===== config.mk =====
export PLATFORM = sky130hd
export DESIGN_NAME = vanu_front
export DESIGN_NICKNAME = d
export VERILOG_FILES = /design/src/vector3_arith_normalize_unit_macros.svh /design/src/vanu_pkg.sv /design/src/vanu_front.sv
export SDC_FILE = /design/constraint.sdc
export NUM_CORES = 1
export LEC_CHECK = 0
export BUFFER_PORTS_ARGS = -buffer_cell sky130_fd_sc_hd__clkbuf_2
export CORE_AREA = 2 2 172 174
export DETAILED_ROUTE_END_ITERATION = 12
export DIE_AREA = 0 0 174 176
export HOLD_SLACK_MARGIN = 0.15
export PLACE_DENSITY = 0.49
export SLEW_MARGIN = 40
export SYNTH_ARGS = -nofsm -noshare
export SYNTH_HDL_FRONTEND = slang
export SYNTH_SLANG_ARGS = --single-unit

===== constraint.sdc =====
create_clock -name clk -period 3.69 [get_ports clk]
set_clock_uncertainty 0.2 [all_clocks]
set_input_delay 0.5535 -clock clk [delete_from_list [all_inputs] [get_ports clk]]
set_output_delay 0.5535 -clock clk [all_outputs]
set_load 0.02 [all_outputs]

===== src/vector3_arith_normalize_unit_macros.svh =====
// ----------------------------------------------------------------------------
// Assertion macros for the vector normalize unit
// Concurrent checks sampled on clk and disabled while arst_n is low.
// ----------------------------------------------------------------------------
`ifndef VECTOR3_ARITH_NORMALIZE_UNIT_MACROS_SVH
`define VECTOR3_ARITH_NORMALIZE_UNIT_MACROS_SVH

// antecedent implies consequent in the same cycle
`define VANU_ASSERT_IMPL(lbl, ante, cons, msg) \
	lbl: assert property (@(posedge clk) disable iff (!arst_n) (ante) |-> (cons)) \
		else $error(msg);

// expression never holds
`define VANU_ASSERT_NEVER(lbl, expr, msg) \
	lbl: assert property (@(posedge clk) disable iff (!arst_n) !(expr)) \
		else $error(msg);

`endif


===== src/vanu_pkg.sv =====
// ----------------------------------------------------------------------------
// vanu_pkg
// Widths, mode codes, item type and shared helpers of the vector unit.
// ----------------------------------------------------------------------------
package vanu_pkg;

	localparam int CW = 32;                 // component width
	localparam int FB = 16;                 // fraction bits
	localparam int LANES = 3;
	localparam int NW = CW + FB;            // dividend / quotient width
	localparam int PW = 2 * CW;             // product and sum of squares
	localparam int RW = CW;                 // root width
	localparam int CLW = (PW - FB > NW) ? (PW - FB) : NW;
	localparam int SQ_STAGES = RW;
	localparam int DV_STAGES = NW;

	typedef logic [2:0] mode_t;
	localparam mode_t MODE_ADD   = 3'd0;
	localparam mode_t MODE_SUB   = 3'd1;
	localparam mode_t MODE_MUL   = 3'd2;
	localparam mode_t MODE_DIV   = 3'd3;
	localparam mode_t MODE_SCALE = 3'd4;
	localparam mode_t MODE_DIVF  = 3'd5;
	localparam mode_t MODE_LEN   = 3'd6;
	localparam mode_t MODE_NORM  = 3'd7;

	typedef enum logic [2:0] {
		OP_ADD,
		OP_MUL,
		OP_DIV,
		OP_LEN,
		OP_NORM
	} op_t;

	typedef struct packed {
		op_t                         op;
		logic                        three;
		logic [LANES-1:0]            a_neg;
		logic [LANES-1:0]            b_neg;
		logic [LANES-1:0][CW-1:0]    a_mag;
		logic [LANES-1:0][CW-1:0]    b_mag;
	} item_t;

	typedef struct packed {
		logic [CW-1:0] val;
		logic          sat;
	} clamp_t;

	function automatic logic [CW-1:0] mag_fn(input logic [CW-1:0] v);
		return v[CW-1] ? (~v + CW'(1)) : v;
	endfunction

	function automatic clamp_t clamp_fn(input logic neg, input logic [CLW-1:0] mag);
		clamp_t r;
		logic [CLW-1:0] pos_lim;
		pos_lim = CLW'({1'b0, {(CW-1){1'b1}}});
		if (!neg) begin
			if (mag > pos_lim) begin
				r.val = {1'b0, {(CW-1){1'b1}}};
				r.sat = 1'b1;
			end else begin
				r.val = mag[CW-1:0];
				r.sat = 1'b0;
			end
		end else begin
			if (mag > pos_lim + CLW'(1)) begin
				r.val = {1'b1, {(CW-1){1'b0}}};
				r.sat = 1'b1;
			end else begin
				r.val = ~mag[CW-1:0] + CW'(1);
				r.sat = 1'b0;
			end
		end
		return r;
	endfunction

endpackage


===== src/vanu_front.sv =====
// ----------------------------------------------------------------------------
// vanu_front
// Takes requests, holds the axis setting and maps each mode to an op class.
// ----------------------------------------------------------------------------
module vanu_front import vanu_pkg::*; (
	input  logic                 clk,
	input  logic                 arst_n,
	input  logic                 cfg_valid,
	output logic                 cfg_ready,
	input  logic                 cfg_data,
	input  logic                 start,
	input  logic                 full,
	input  logic [2:0]           mode,
	input  logic signed [CW-1:0] a_x,
	input  logic signed [CW-1:0] a_y,
	input  logic signed [CW-1:0] a_z,
	input  logic signed [CW-1:0] b_x,
	input  logic signed [CW-1:0] b_y,
	input  logic signed [CW-1:0] b_z,
	input  logic signed [CW-1:0] factor,
	output logic                 push,
	output item_t                item
);

	logic                     three_q;
	logic [LANES-1:0][CW-1:0] a_v;
	logic [LANES-1:0][CW-1:0] b_v;
	logic [LANES-1:0][CW-1:0] am;
	logic [LANES-1:0][CW-1:0] bm;
	logic [LANES-1:0]         an;
	logic [LANES-1:0]         bn;
	logic [CW-1:0]            fm;

	assign cfg_ready = 1'b1;
	assign push      = start && !full;
	assign a_v       = {a_z, a_y, a_x};
	assign b_v       = {b_z, b_y, b_x};
	assign fm        = mag_fn(factor);

	always_ff @(posedge clk or negedge arst_n) begin
		if (!arst_n)
			three_q <= 1'b1;
		else if (cfg_valid)
			three_q <= cfg_data;
	end

	always_comb begin
		for (int k = 0; k < LANES; k++) begin
			am[k] = mag_fn(a_v[k]);
			bm[k] = mag_fn(b_v[k]);
			an[k] = a_v[k][CW-1];
			bn[k] = b_v[k][CW-1];
		end
		item.op    = OP_ADD;
		item.three = three_q;
		item.a_neg = an;
		item.a_mag = am;
		item.b_neg = bn;
		item.b_mag = bm;
		case (mode)
			MODE_ADD: item.op = OP_ADD;
			MODE_SUB: item.b_neg = ~bn;
			MODE_MUL: item.op = OP_MUL;
			MODE_DIV: item.op = OP_DIV;
			MODE_SCALE: begin
				item.op    = OP_MUL;
				item.b_neg = {LANES{factor[CW-1]}};
				item.b_mag = {LANES{fm}};
			end
			MODE_DIVF: begin
				item.op    = OP_DIV;
				item.b_neg = {LANES{factor[CW-1]}};
				item.b_mag = {LANES{fm}};
			end
			MODE_LEN: begin
				item.op = OP_LEN;
				if (!three_q)
					item.a_mag[2] = '0;
			end
			default: begin
				item.op    = OP_NORM;
				item.b_neg = '0;
				if (!three_q)
					item.a_mag[2] = '0;
			end
		endcase
	end

endmodule


==> reports/results.tsv <==
metric	value	unit
biggest area consumer among synthesized cells	xor2_1	
Final Max Tran Viols	0	
clk_lat worst skew	0	ns
min-delay worst type	in2async	
Antenna Nets Post-Route	0	
worst r2r src	three_q$_DFFE_PN1P_	
die area	30600	µm²
most frequent cells after synthesis	o21ai_0, xor2_1, xnor2_1	
Congestion Overflow GR	0	
WP data arrival	2.86	ns
hpwl dp	30800	µm
Top Registers	three_q x1	
Top Metal Used	met5	
Gate Count Post-Synth	918	
Seq/Total Area, Yosys	0.00439	
fill count	3329	
Max-cap violations	0	
first-pass GRT wire length	50700	µm
worst hold slack	0.289	ns
Worst Path Max Fanout	3	
Tot Pwr	0.00146	W
yosys warns	0	
FF-to-FF End	three_q$_DFFE_PN1P_	
initial antenna violation count	4	
register bit count reported by yosys	1	
RSZ-0062 raised after global routing	no	
wl on met1	14000	µm
LEAKAGE	4.03	nW
fraction of registers with async set/reset	1.00	
Least-Margin Pin Slew	0.748	ns
CP max-delay cell	or4_1	
Final setup violation count	0	
average wire per standard cell	20.1	µm
outcome	finished clean	
top post-synthesis cells by area	xor2_1, o21ai_0, xnor2_1	
I/O pin cnt	437	
critical path endpoint category	output pin	
crit path time final	3.61	ns
headroom to the max-slew limit	0.501	
Pwr per Cell Area	162	nW/µm²
pin count of the biggest net entering global routing	60	
Setup crit start kind	primary input	
clock-pin slew on the worst setup and hold paths	0	ns
Area growth syn-to-layout	50.8	%
Synth top area share	0.159	
first drt pass iteration count	4	
largest register by flop count	three_q	
slowest stage delay, CP	0.54	ns
DP Cell Count	1742	
reg2reg setup slack	2.75	ns
WL met3	2640	µm
Max IR drop VDD	0.0000820	V
GRT Total Usage	0.212	
Starting Density	0.210	
Top FF cell, synth	dfstp_2	
routed vias	8984	
row count	62	
DRC	0	
initial DRC count	571	
routed wire length	35200	µm
metal2 WL	17700	µm
Post-synth EDFFs	0	
Die Ht	176	µm
Core Util, Final	0.316	
final hold viol count	0	
I/O Buffers	435	
most common cell in the netlist	o21ai_0	
max frequency	277	MHz
cells along the critical path	clkbuf_2 -> buf_4 -> or4_1 -> or4_4 -> o21ai_0 -> mux2i_1 -> buf_4 -> o21ai_0 -> clkbuf_2	
number of flip-flops in the largest register	1	
Synth Cell Area	5990	µm²
Worst Reg-to-Reg Cells	1	
Critical Path RT	2.94	ns
Vias/cell	5.14	
Nets	1602	
post-synthesis net count	1158	
post-synth cell types	52	
core area	28500	µm²
Non-Filler Instances	1747	
final worst-path cycle share	0.979	
Die Wd	174	µm
Syn Area/Cell	6.52	µm²
vias in the first global route	8443	
CTS Hold Bufs	0	
gpl congestion	0.894	
Crit Path Class	in2out	
share of cells above drive strength 1	0.399	
kinds of logic (layout without fill, tap and decap cells):
group	after synthesis	in the layout	share of synthesized area
adder cells (fa/ha/maj)	7	7	0.0146
AO/OA/AOI/OAI	282	282	0.304
flip-flops	1	1	0.00439
buffers and inverters	80	522	0.0575
other	1	4	0.000626
XOR/XNOR	183	183	0.268
AND/OR/NAND/NOR	344	344	0.318
multiplexers	20	20	0.0336
power breakdown:
group	internal [W]	switching, W	total [W]
Sequential	0.0000131	0.00000127	0.0000144
Combinational	0.000510	0.000936	0.00145
Clock	0.000000000109	0	0.000000000109
worst max-delay path: cells and delay by family:
family	cells	cell delay (ns)
AOI/OAI and AO/OA	2	0.31
buffers and inverters	4	0.60
and+or+nand+nor	2	1.01
muxes	1	0.38
timing repair:
item,CTS,global route
cloned,0,0
gates resized for setup,5,13
setup buffers,1,1
endpoints found under the setup margin,9,20
pin swaps,0,2
cells in the final DEF (no fill, tap or decap), types with 3 or more instances in the layout:
| master | n |
|---|---|
| and2_1 | 17 |
| xnor2_1 | 74 |
| nand2_1 | 64 |
| nand4_1 | 13 |
| o21ai_0 | 130 |
| nor4_1 | 27 |
| inv_1 | 18 |
| nor4b_1 | 4 |
| diode_2 | 3 |
| o41ai_1 | 37 |
| o21ai_1 | 5 |
| mux2i_1 | 16 |
| or3_1 | 27 |
| ha_1 | 7 |
| o31ai_1 | 68 |
| nand3_1 | 14 |
| buf_4 | 63 |
| a31oi_1 | 7 |
| nor2_1 | 72 |
| nor3_1 | 26 |
| clkbuf_2 | 435 |
| xor2_1 | 109 |
| o41ai_2 | 6 |
| nor2b_1 | 12 |
| nand2b_1 | 12 |
| or2_2 | 9 |
| buf_12 | 4 |
| nor4_4 | 3 |
| or4_1 | 18 |
| a21oi_1 | 18 |
| or4_4 | 7 |
stage by stage:
stage	area (µm²)	setup TNS [ns]	worst slack, ns
floorplan	5990	0	0.332
CTS	8960	0	0.0178
finish	9030	0	0.0792
global route	9030	0	0.00195
detailed placement	8930	-0.639	-0.170
global placement	8930	-0.581	-0.161
worst max-delay path by stage:
stage	end	start
final	item[45]	factor[0]
after global routing	item[25]	b_x[9]
after CTS	item[90]	factor[1]
after detailed placement	item[58]	factor[1]
after global placement	item[58]	factor[1]
after floorplan	item[25]	b_x[11]
per-layer routing:
| metal | global-route usage | vias up |
|---|---|---|
| met3 | 0.0424 | 36 |
| met2 | 0.399 | 418 |
| met1 | 0.247 | 4223 |
| li1 | - | 4305 |
| met5 | 0 | - |
| met4 | 0.0452 | 2 |
layout make-up:
| class | count | area, µm² | area share |
|---|---|---|---|
| diodes | 3 | 7.51 | 0.000831 |
| flip-flops and latches | 1 | 26.3 | 0.00291 |
| repair buffers | 503 | 2740 | 0.304 |
| multi-input cells | 837 | 5700 | 0.632 |
| inverters | 19 | 71.3 | 0.00790 |
| well taps | 384 | 480 | 0.0532 |
Power figures use the tool's default switching activity.
