**config.mk**
```make
export PLATFORM = sky130hd
export DESIGN_NAME = vanu_queue
export DESIGN_NICKNAME = d
export VERILOG_FILES = /design/src/vector3_arith_normalize_unit_macros.svh /design/src/vanu_pkg.sv /design/src/vanu_queue.sv
export SDC_FILE = /design/constraint.sdc
export NUM_CORES = 1
export LEC_CHECK = 0
export BUFFER_PORTS_ARGS = -buffer_cell sky130_fd_sc_hd__buf_4
export CORE_MARGIN = 2
export CORE_UTILIZATION = 40
export DETAILED_ROUTE_END_ITERATION = 7
export SYNTH_ARGS = -nofsm -noshare
export SYNTH_HDL_FRONTEND = slang
export SYNTH_SLANG_ARGS = --single-unit
export TNS_END_PERCENT = 50
```
**constraint.sdc**
```tcl
create_clock -name clk -period 13.6 [get_ports clk]
set_input_delay 0.68 -clock clk [delete_from_list [all_inputs] [get_ports clk]]
set_output_delay 0.68 -clock clk [all_outputs]
set_load 0.1 [all_outputs]
```
**src/vector3_arith_normalize_unit_macros.svh**
```systemverilog
// ----------------------------------------------------------------------------
// Assertion macros for the vector normalize unit
// Concurrent checks sampled on clk and disabled while arst_n is low.
// ----------------------------------------------------------------------------
`ifndef VECTOR3_ARITH_NORMALIZE_UNIT_MACROS_SVH
`define VECTOR3_ARITH_NORMALIZE_UNIT_MACROS_SVH

// antecedent implies consequent in the same cycle
`define VANU_ASSERT_IMPL(lbl, ante, cons, msg) \
	lbl: assert property (@(posedge clk) disable iff (!arst_n) (ante) |-> (cons)) \
		else $error(msg);

// expression never holds
`define VANU_ASSERT_NEVER(lbl, expr, msg) \
	lbl: assert property (@(posedge clk) disable iff (!arst_n) !(expr)) \
		else $error(msg);

`endif

```
**src/vanu_pkg.sv**
```systemverilog
// ----------------------------------------------------------------------------
// vanu_pkg
// Widths, mode codes, item type and shared helpers of the vector unit.
// ----------------------------------------------------------------------------
package vanu_pkg;

	localparam int CW = 32;                 // component width
	localparam int FB = 16;                 // fraction bits
	localparam int LANES = 3;
	localparam int NW = CW + FB;            // dividend / quotient width
	localparam int PW = 2 * CW;             // product and sum of squares
	localparam int RW = CW;                 // root width
	localparam int CLW = (PW - FB > NW) ? (PW - FB) : NW;
	localparam int SQ_STAGES = RW;
	localparam int DV_STAGES = NW;

	typedef logic [2:0] mode_t;
	localparam mode_t MODE_ADD   = 3'd0;
	localparam mode_t MODE_SUB   = 3'd1;
	localparam mode_t MODE_MUL   = 3'd2;
	localparam mode_t MODE_DIV   = 3'd3;
	localparam mode_t MODE_SCALE = 3'd4;
	localparam mode_t MODE_DIVF  = 3'd5;
	localparam mode_t MODE_LEN   = 3'd6;
	localparam mode_t MODE_NORM  = 3'd7;

	typedef enum logic [2:0] {
		OP_ADD,
		OP_MUL,
		OP_DIV,
		OP_LEN,
		OP_NORM
	} op_t;

	typedef struct packed {
		op_t                         op;
		logic                        three;
		logic [LANES-1:0]            a_neg;
		logic [LANES-1:0]            b_neg;
		logic [LANES-1:0][CW-1:0]    a_mag;
		logic [LANES-1:0][CW-1:0]    b_mag;
	} item_t;

	typedef struct packed {
		logic [CW-1:0] val;
		logic          sat;
	} clamp_t;

	function automatic logic [CW-1:0] mag_fn(input logic [CW-1:0] v);
		return v[CW-1] ? (~v + CW'(1)) : v;
	endfunction

	function automatic clamp_t clamp_fn(input logic neg, input logic [CLW-1:0] mag);
		clamp_t r;
		logic [CLW-1:0] pos_lim;
		pos_lim = CLW'({1'b0, {(CW-1){1'b1}}});
		if (!neg) begin
			if (mag > pos_lim) begin
				r.val = {1'b0, {(CW-1){1'b1}}};
				r.sat = 1'b1;
			end else begin
				r.val = mag[CW-1:0];
				r.sat = 1'b0;
			end
		end else begin
			if (mag > pos_lim + CLW'(1)) begin
				r.val = {1'b1, {(CW-1){1'b0}}};
				r.sat = 1'b1;
			end else begin
				r.val = ~mag[CW-1:0] + CW'(1);
				r.sat = 1'b0;
			end
		end
		return r;
	endfunction

endpackage

```
**src/vanu_queue.sv**
```systemverilog
// ----------------------------------------------------------------------------
// vanu_queue
// Two-entry queue between the front and back parts; drains every cycle.
// ----------------------------------------------------------------------------
module vanu_queue import vanu_pkg::*; (
	input  logic  clk,
	input  logic  arst_n,
	input  logic  push,
	input  item_t item_in,
	output logic  full,
	output logic  head_valid,
	output item_t head_item
);

	item_t       mem_q [2];
	logic        wr_ptr_q;
	logic        rd_ptr_q;
	logic [1:0]  cnt_q;
	logic        pop;

	assign head_valid = (cnt_q != 2'd0);
	assign pop        = head_valid;
	assign full       = (cnt_q == 2'd2);
	assign head_item  = mem_q[rd_ptr_q];

	always_ff @(posedge clk or negedge arst_n) begin
		if (!arst_n) begin
			wr_ptr_q <= 1'b0;
			rd_ptr_q <= 1'b0;
			cnt_q    <= 2'd0;
		end else begin
			if (push)
				wr_ptr_q <= ~wr_ptr_q;
			if (pop)
				rd_ptr_q <= ~rd_ptr_q;
			cnt_q <= cnt_q + 2'(push) - 2'(pop);
		end
	end

	always_ff @(posedge clk) begin
		if (push)
			mem_q[wr_ptr_q] <= item_in;
	end

endmodule

```
==> results.yml, run 1 <==
status:
  status: "finished, final reports clean"
place:
  preCtsSetupSlack_ns: 10.38
  dp_hpwl_um: 20600
  gp_congestion: 0.721
  port-buffer-count: 408
die:
  coreArea_sq_um: 38400
  initial_core_util_pct: 40.3
  die_height_um: 201
  dieWidth_um: 201
  rows: 72
  ioPinCount: 409
  dieArea_sq_um: 40200
worst_setup_path:
  slowest_delay_ns: 0.95
  start_kind: "flip-flop"
  crit_chain: "buf_4 > mux2_4 > buf_4"
  end_kind: "output port"
  cp_num_buf_inv: 2
  cp_max_fo: 60
  critPathKind: "reg2out"
  cp.required_ns: 12.92
  critical_path_arrival_ns: 3.12
  crit_slowest_cell: "buf_4"
  crit_top_cell: "buf_4"
  critPathTopFamily: "buffers and inverters"
global_routing:
  grt_usage_pct: 15.2
  grt_antenna_before_repair: 0
  grt_overflow: 0
  grt_max_degree: 77
  grt_pass1_vias: 7852
  grt_pass1_wl_um: 46400
route:
  viasPerCell: 4.59
  vias: 7475
  dr.pass1.iters: 4
  drc: 0
  drtAntennaViolNets: 0
  wl_um: 31400
  wl_per_cell_um: 19.3
  drt_iter0_markers: 371
logic_synthesis:
  synth-seq-cells: 408
  synth.net_count: 849
  synth_edf_count: 404
  asyncSetResetFlopFracSynth_pct: 0.980
  synth_warnings: 0
  synth_common_cells: "404 x edfxtp_1, 170 x mux2_4, 32 x mux2_2"
  yosysMostFrequentCell: "edfxtp_1"
  syn-cell-area_sq_um: 15500
  synth_cells: 643
  synth_top_area_share_pct: 78.5
  synthFlopType: "edfxtp_1"
  synth.avg_cell_area_sq_um: 24.0
  synth_area_leaders: "edfxtp_1 78%, mux2_4 17%, mux2_2 2.3%"
  synth.distinct_cells: 14
  ys_seq_area_share_pct: 79.1
  yosysTopAreaCell: "edfxtp_1"
timing:
  period_needed_ns: 3.80
  fin_ws_ns: 9.80
  worst_slew_pin_slew_ns: 1.16
  final-hold-violation-count: 0
  fmax_ghz: 0.263
  setup_viol: 0
  rsz0062_at_grt: "no"
  period_share_pct: 27.9
  slew_headroom_pct: 22.9
  drv_slew: 0
  finClkSkew_ns: 0.0190
  fin_tns_setup_ns: 0
layout:
  area_delta_synth_final_pct: 31.0
  antennaDiodeCount: 0
  layout.nets: 1288
  drive_gt1_share_pct: 60.9
  final_util_pct: 52.8
hold_path:
  worstHoldPathType: "in2reg"
clock_network:
  cts_made_buffers: 43
  htreeDepth: 2
  clockBufferDepth: 3
  cts_tree: "built"
  clock-sinks: 408
  insertion_delay_ns: 0.56
  ctsResizeCount: 0
  path_clk_slew_ns: 0.06
  cts-root-buf: "clkbuf_16"
  post_cts_buffers: 0
flow_run:
  drv_cap: 0
what timing repair did:
action                     4_1_cts  5_1_grt
hold endpoints to repair         4        0
hold buffers                     1        0
setup endpoints to repair        0        0
final timing paths:
path,start,to,slack (ns),cells after the start
setup / recovery,rd_ptr_q,head_item[119],9.80,3
hold / removal,item_in[63],mem_q[1][63],0.31,1
setup reg to reg,wr_ptr_q,mem_q[1][71],10.98,2
hold reg to reg,wr_ptr_q,wr_ptr_q,0.55,1
max in group asynchronous,arst_n,rd_ptr_q,12.99,2
min in group asynchronous,arst_n,rd_ptr_q,0.49,2
logic make-up after synthesis:
kind of cell	synth area share, %
DFF	79.1
muxes	18.8
buffers and inverters	1.58
and+or+nand+nor	0.227
xor gates and xnor gates	0.170
adders and majority gates	0.0809
final cells by class:
type / instances / area [sq um]
Clock buffer: 55 / 1160
Clock inverter: 18 / 82.6
Fill cell: 3133 / 18100
Multi-Input combinational cell: 212 / 3000
Sequential cell: 408 / 12200
Tap cell: 518 / 648
Timing Repair Buffer: 417 / 3130
flip-flops by register name, summed over array words and instances (netlist names):
| signal | cells |
|---|---|
| wr_ptr_q | 1 |
| cnt_q | 2 |
| mem_q | 404 |
| rd_ptr_q | 1 |
cells in the final DEF, fill, tap and decap left out:
cell / count
xor2_1: 2
clkinv_2: 8
mux2_2: 32
dfrtp_1: 3
nor2b_1: 2
dfrtp_4: 1
mux2_4: 170
and2_4: 1
or2_2: 1
dlygate4sd3_1: 1
clkinv_4: 1
xnor2_1: 1
ha_1: 1
clkbuf_1: 10
nor2b_4: 1
nand2_1: 1
clkbuf_16: 45
buf_4: 416
edfxtp_1: 404
clkinv_1: 9
through the flow:
step	instances	instance area [sq um]	hold WS [ns]
3_5_place_dp	1554	19000	0.482
6_report	1628	20300	0.307
2_1_floorplan	643	15500	0.384
3_3_place_gp	1554	19000	0.480
4_1_cts	1628	20300	0.261
5_1_grt	1628	20300	0.267
routing by layer:
metal	wire length, um	track usage, %
met1	12300	17.7
met2	15600	25.6
met3	2620	6.10
met4	846	5.05
met5	0	0
worst register-to-register path: stages, from the launching register on:
cell and delay, ns:
dfrtp_1 0.42, and2_4 0.82, buf_4 0.93
Power of run 1 is not shown: default switching activity piles up to over one toggle a cycle in this logic, so the estimate is an artifact.
==> inputs of run 2 (changes only) <==
clock period = 3.95 ns   (was 13.6 ns; I/O delays follow)
==> results.yml, run 2 (same netlist as run 1, synthesis figures left out) <==
status:
  status: "finished, final reports clean"
timing:
  fin_ws_ns: 1.36
  drv_slew: 0
  fmax_ghz: 0.386
  period_share_pct: 65.7
  rsz0062_at_grt: "no"
  finClkSkew_ns: 0.0123
  final-hold-violation-count: 0
  holdWs_ns: 0.365
  setup_viol: 0
  slew_headroom_pct: 31.4
  worst_slew_pin_slew_ns: 1.03
  fin_tns_setup_ns: 0
  period_needed_ns: 2.59
die:
  dieWidth_um: 201
  coreArea_sq_um: 38400
  rows: 72
  die_height_um: 201
  ioPinCount: 409
  dieArea_sq_um: 40200
  initial_core_util_pct: 40.3
clock_network:
  htreeDepth: 2
  clock-sinks: 408
  cts-root-buf: "clkbuf_16"
  insertion_delay_ns: 0.55
  post_cts_buffers: 0
  cts_tree: "built"
  cts_made_buffers: 45
  path_clk_slew_ns: 0.06
  clockBufferDepth: 3
global_routing:
  grt_overflow: 0
  grt_antenna_before_repair: 0
  grt_pass1_vias: 9213
  grt_pass1_wl_um: 51200
  grt_max_degree: 133
  grt_usage_pct: 16.5
layout:
  layout_commonest_cell: "buf_4"
  layout.nets: 1496
  ff_latch_area_sq_um: 12200
  area_delta_synth_final_pct: 45.9
  drive_gt1_share_pct: 51.7
  antennaDiodeCount: 0
  mostFrequentLayoutCells: "412 x buf_4, 404 x edfxtp_1, 205 x dlygate4sd3_1"
  top_regs: "mem_q: 404 flops, cnt_q: 2 flops"
  multi_input_area_sq_um: 3000
  largest-register: "mem_q"
  fillers: 2896
  largest_reg_flops: 404
  final_cells: 1844
place:
  port-buffer-count: 408
  dp.cells: 1556
  gp_congestion: 0.741
  preCtsSetupSlack_ns: 1.90
  dp_hpwl_um: 21200
worst_setup_path:
  timing.rr.end: "mem_q[1][37]"
  cp.required_ns: 3.75
  end_kind: "output port"
  critical_path_arrival_ns: 2.40
  worst_r2r_path_depth: 2
  rr_startpoint: "wr_ptr_q"
  slowest_delay_ns: 0.78
  critPathKind: "reg2out"
  worstSetupEndpoint: "head_item[166]"
  cp_max_fo: 48
  crit_chain: "buf_12 > mux2_4 > buf_4"
  r2r_setup_slack_ns: 1.95
  start_kind: "flip-flop"
  critPathLaunch: "rd_ptr_q"
  crit_slowest_cell: "dfrtp_4"
hold_path:
  worstHoldPathType: "in2reg"
route:
  dr.pass1.iters: 4
  drc: 0
  drt_iter0_markers: 380
  viasPerCell: 4.55
  wl_um: 33600
  wl_per_cell_um: 18.2
  vias: 8386
  drtAntennaViolNets: 0
flow_run:
  drv_cap: 0
[run 2: cell type report]
cell class                 instances  share of cell area [%]
clock buffer                      59                    5.41
multi-input combinational        212                    13.3
tap                              518                    2.87
clock inverter                    24                   0.860
sequential                       408                    54.2
timing repair buffer             623                    23.3
[run 2: per-stage QoR]
step | utilization, % | area, sq um
final | 58.8 | 22600
after global routing | 58.8 | 22600
after CTS | 58.8 | 22600
after detailed placement | 49.8 | 19100
after global placement | 49.8 | 19100
after floorplan | - | 15500
[run 2: worst min path at each step]
stage / start / endpoint / slack, ns / depth (start not counted)
2_1_floorplan: arst_n / cnt_q[0] / -0.1 / 0
3_3_place_gp: arst_n / wr_ptr_q / -0.003 / 1
3_5_place_dp: arst_n / wr_ptr_q / -0.003 / 1
4_1_cts: item_in[125] / mem_q[1][125] / 0.32 / 2
5_1_grt: item_in[149] / mem_q[1][149] / 0.34 / 2
6_report: item_in[149] / mem_q[1][149] / 0.36 / 2
[run 2: critical path: cells and delay by family (launching register included)]
| kind | cells | cell delay (ns) |
|---|---|---|
| buf+inv | 2 | 0.62 |
| flops | 1 | 0.78 |
| mux | 1 | 0.36 |
[run 2: routing by layer]
metal	vias up	track usage, %	wire length [um]
li1	3870	-	-
met1	4156	19.0	12600
met2	300	28.6	17200
met3	60	5.39	2760
met4	0	6.85	1000
met5	-	0	0
[run 2: what timing repair did]
| action | 4_1_cts | 5_1_grt |
|---|---|---|
| hold endpoints to repair | 411 | 0 |
| hold buffers | 205 | 0 |
| resized for setup | 0 | 0 |
Power of run 2 is left out for the same reason.
==> inputs of run 3 (changes only) <==
ABC_AREA = 1   (was default)
clock period = 2.5 ns   (was 3.95 ns; I/O delays follow)
==> results.yml, run 3 <==
die:
  dieArea_sq_um: 38900
  initial_core_util_pct: 40.7
  die_height_um: 197
  ioPinCount: 409
  coreArea_sq_um: 36700
  dieWidth_um: 197
  rows: 70
logic_synthesis:
  synth_warnings: 0
  synth-seq-cells: 408
  yosysMostFrequentCell: "nand2_1"
  synth.avg_cell_area_sq_um: 13.9
  synth_common_cells: "612 x nand2_1, 404 x edfxtp_1, 22 x buf_2"
  synth_cells: 1078
  synth_area_leaders: "edfxtp_1 81%, nand2_1 15%, buf_6 1.4%"
  synth_top_area_share_pct: 81.1
  synth.net_count: 1284
  asyncSetResetFlopFracSynth_pct: 0.980
  syn-cell-area_sq_um: 15000
  ys_seq_area_share_pct: 81.8
  synth.distinct_cells: 13
  yosysTopAreaCell: "edfxtp_1"
  synthFlopType: "edfxtp_1"
  synth_edf_count: 404
worst_setup_path:
  crit_chain: "buf_12 > nand2_1 > nand2_1 > buf_4"
  slowest_delay_ns: 0.57
  critical_path_arrival_ns: 2.30
  critPathTopFamily: "buffers and inverters"
  critPathKind: "reg2out"
  start_kind: "flip-flop"
  cp.required_ns: 2.38
  cp_max_fo: 167
  crit_top_cell: "nand2_1"
  crit_slowest_cell: "buf_12"
  end_kind: "output port"
  cp_num_buf_inv: 2
timing:
  slew_headroom_pct: 41.8
  drv_slew: 0
  fmax_ghz: 0.412
  worst_slew_pin_slew_ns: 0.873
  final-hold-violation-count: 0
  rsz0062_at_grt: "yes"
  fin_ws_ns: 0.0755
  setup_viol: 0
  period_needed_ns: 2.42
  holdWs_ns: 0.304
  finClkSkew_ns: 0.0123
  fin_tns_setup_ns: 0
  period_share_pct: 97.0
route:
  vias: 10300
  dr.pass1.iters: 5
  wl_per_cell_um: 17.3
  drtAntennaViolNets: 0
  drc: 0
  wl_um: 38400
  viasPerCell: 4.63
  drt_iter0_markers: 603
power:
  swShare_pct: 41.9
  total_power_mw: 25.2
  p_leak_nw: 9.29
  seqPwrFrac_pct: 37.1
  switchingPower_mw: 10.5
  pwr-share-clk_pct: 24.6
  p_int_mw: 14.6
  ir_worst_vdd_mv: 0.877
  p_comb_share_pct: 38.3
  powerDensity_nw_per_um2: 1150
layout:
  final_cells: 2213
  fillers: 2810
  largest-register: "mem_q"
  mostFrequentLayoutCells: "611 x nand2_1, 416 x buf_4, 404 x edfxtp_1"
  layout.nets: 1915
  multi_input_area_sq_um: 2360
  final_util_pct: 59.8
  area_delta_synth_final_pct: 46.8
  largest_reg_flops: 404
  layout_commonest_cell: "nand2_1"
  ff_latch_area_sq_um: 12200
  drive_gt1_share_pct: 27.7
  final_cell_area_sq_um: 21900
  top_regs: "mem_q: 404 flops, cnt_q: 2 flops"
clock_network:
  cts_made_buffers: 43
  cts-root-buf: "clkbuf_16"
  post_cts_buffers: 0
  cts_tree: "built"
  insertion_delay_ns: 0.54
  htreeDepth: 2
  clockBufferDepth: 3
  path_clk_slew_ns: 0.06
  clock-sinks: 408
place:
  place_area_sq_um: 18500
  dp.cells: 1927
  gp_congestion: 0.791
  dp_hpwl_um: 23500
  preCtsSetupSlack_ns: 0.666
  port-buffer-count: 408
global_routing:
  grt_util_met2_pct: 32.3
  grtUsageMet1_pct: 23.8
  grt_pass1_vias: 10400
  grt_antenna_before_repair: 3
  grt_use_met3_pct: 6.49
  grt_usage_pct: 19.4
  grt_pass1_wl_um: 57700
  busiest_layer: "met2"
  grt_max_degree: 168
  grt_overflow: 0
flow_run:
  drv_cap: 0
hold_path:
  worstHoldPathType: "in2reg"
status:
  status: "finished, final reports clean"
==> run 3: worst paths after layout <==
check	from	to	slack, ns	cells after the start
setup / recovery	rd_ptr_q	head_item[124]	0.08	4
hold / removal	item_in[194]	mem_q[0][194]	0.30	2
setup reg to reg	wr_ptr_q	mem_q[0][87]	0.91	2
hold reg to reg	wr_ptr_q	wr_ptr_q	0.57	1
max in group asynchronous	arst_n	rd_ptr_q	1.80	3
min in group asynchronous	arst_n	cnt_q[1]	0.50	3
==> run 3: timing repair <==
action / in CTS / in global routing
endpoints found under the setup margin: 0 / 4
endpoints found under the hold margin: 411 / 0
hold buffers: 205 / 0
resized for setup: 0 / 0
==> run 3: worst register-to-register path: stages (launching register included) <==
cell	delay (ns)
dfrtp_1	0.43
nor2_4	0.16
buf_12	0.45
==> run 3: cell type report <==
cell class,count,area share (%)
Timing Repair Buffer,631,24.5
Sequential cell,408,55.8
Antenna cell,3,0.0342
Multi-Input combinational cell,620,10.7
Clock inverter,14,0.730
Clock buffer,64,5.46
Tap cell,468,2.67
Inverter,5,0.125
==> run 3: power by group through the flow <==
stage	clock [mW]	combinational (mW)	sequential (mW)
after floorplan	0	7.13	9.55
after global placement	0	9.40	9.43
after detailed placement	0	9.41	9.47
after CTS	6.32	9.70	9.33
after global routing	6.59	10.0	9.43
final	6.18	9.64	9.33
==> run 3: routing by layer <==
metal / part of all wire (%) / up-vias / routed length (um)
met4: 2.7 / 2 / 1020
met3: 9.4 / 57 / 3590
met5: 0.034 / - / 13
met2: 48 / 386 / 18400
li1: - / 4912 / -
met1: 40 / 4894 / 15400
==> run 3: kinds of logic after synthesis <==
family / Yosys count / share of synthesized area [%]
compound gates: 1 / 0.0334
xor+xnor: 1 / 0.0586
fa+ha+maj: 1 / 0.0837
buf+inv: 50 / 2.51
flops: 408 / 81.8
simple gates: 617 / 15.5
Power figures use the tool's default switching activity.
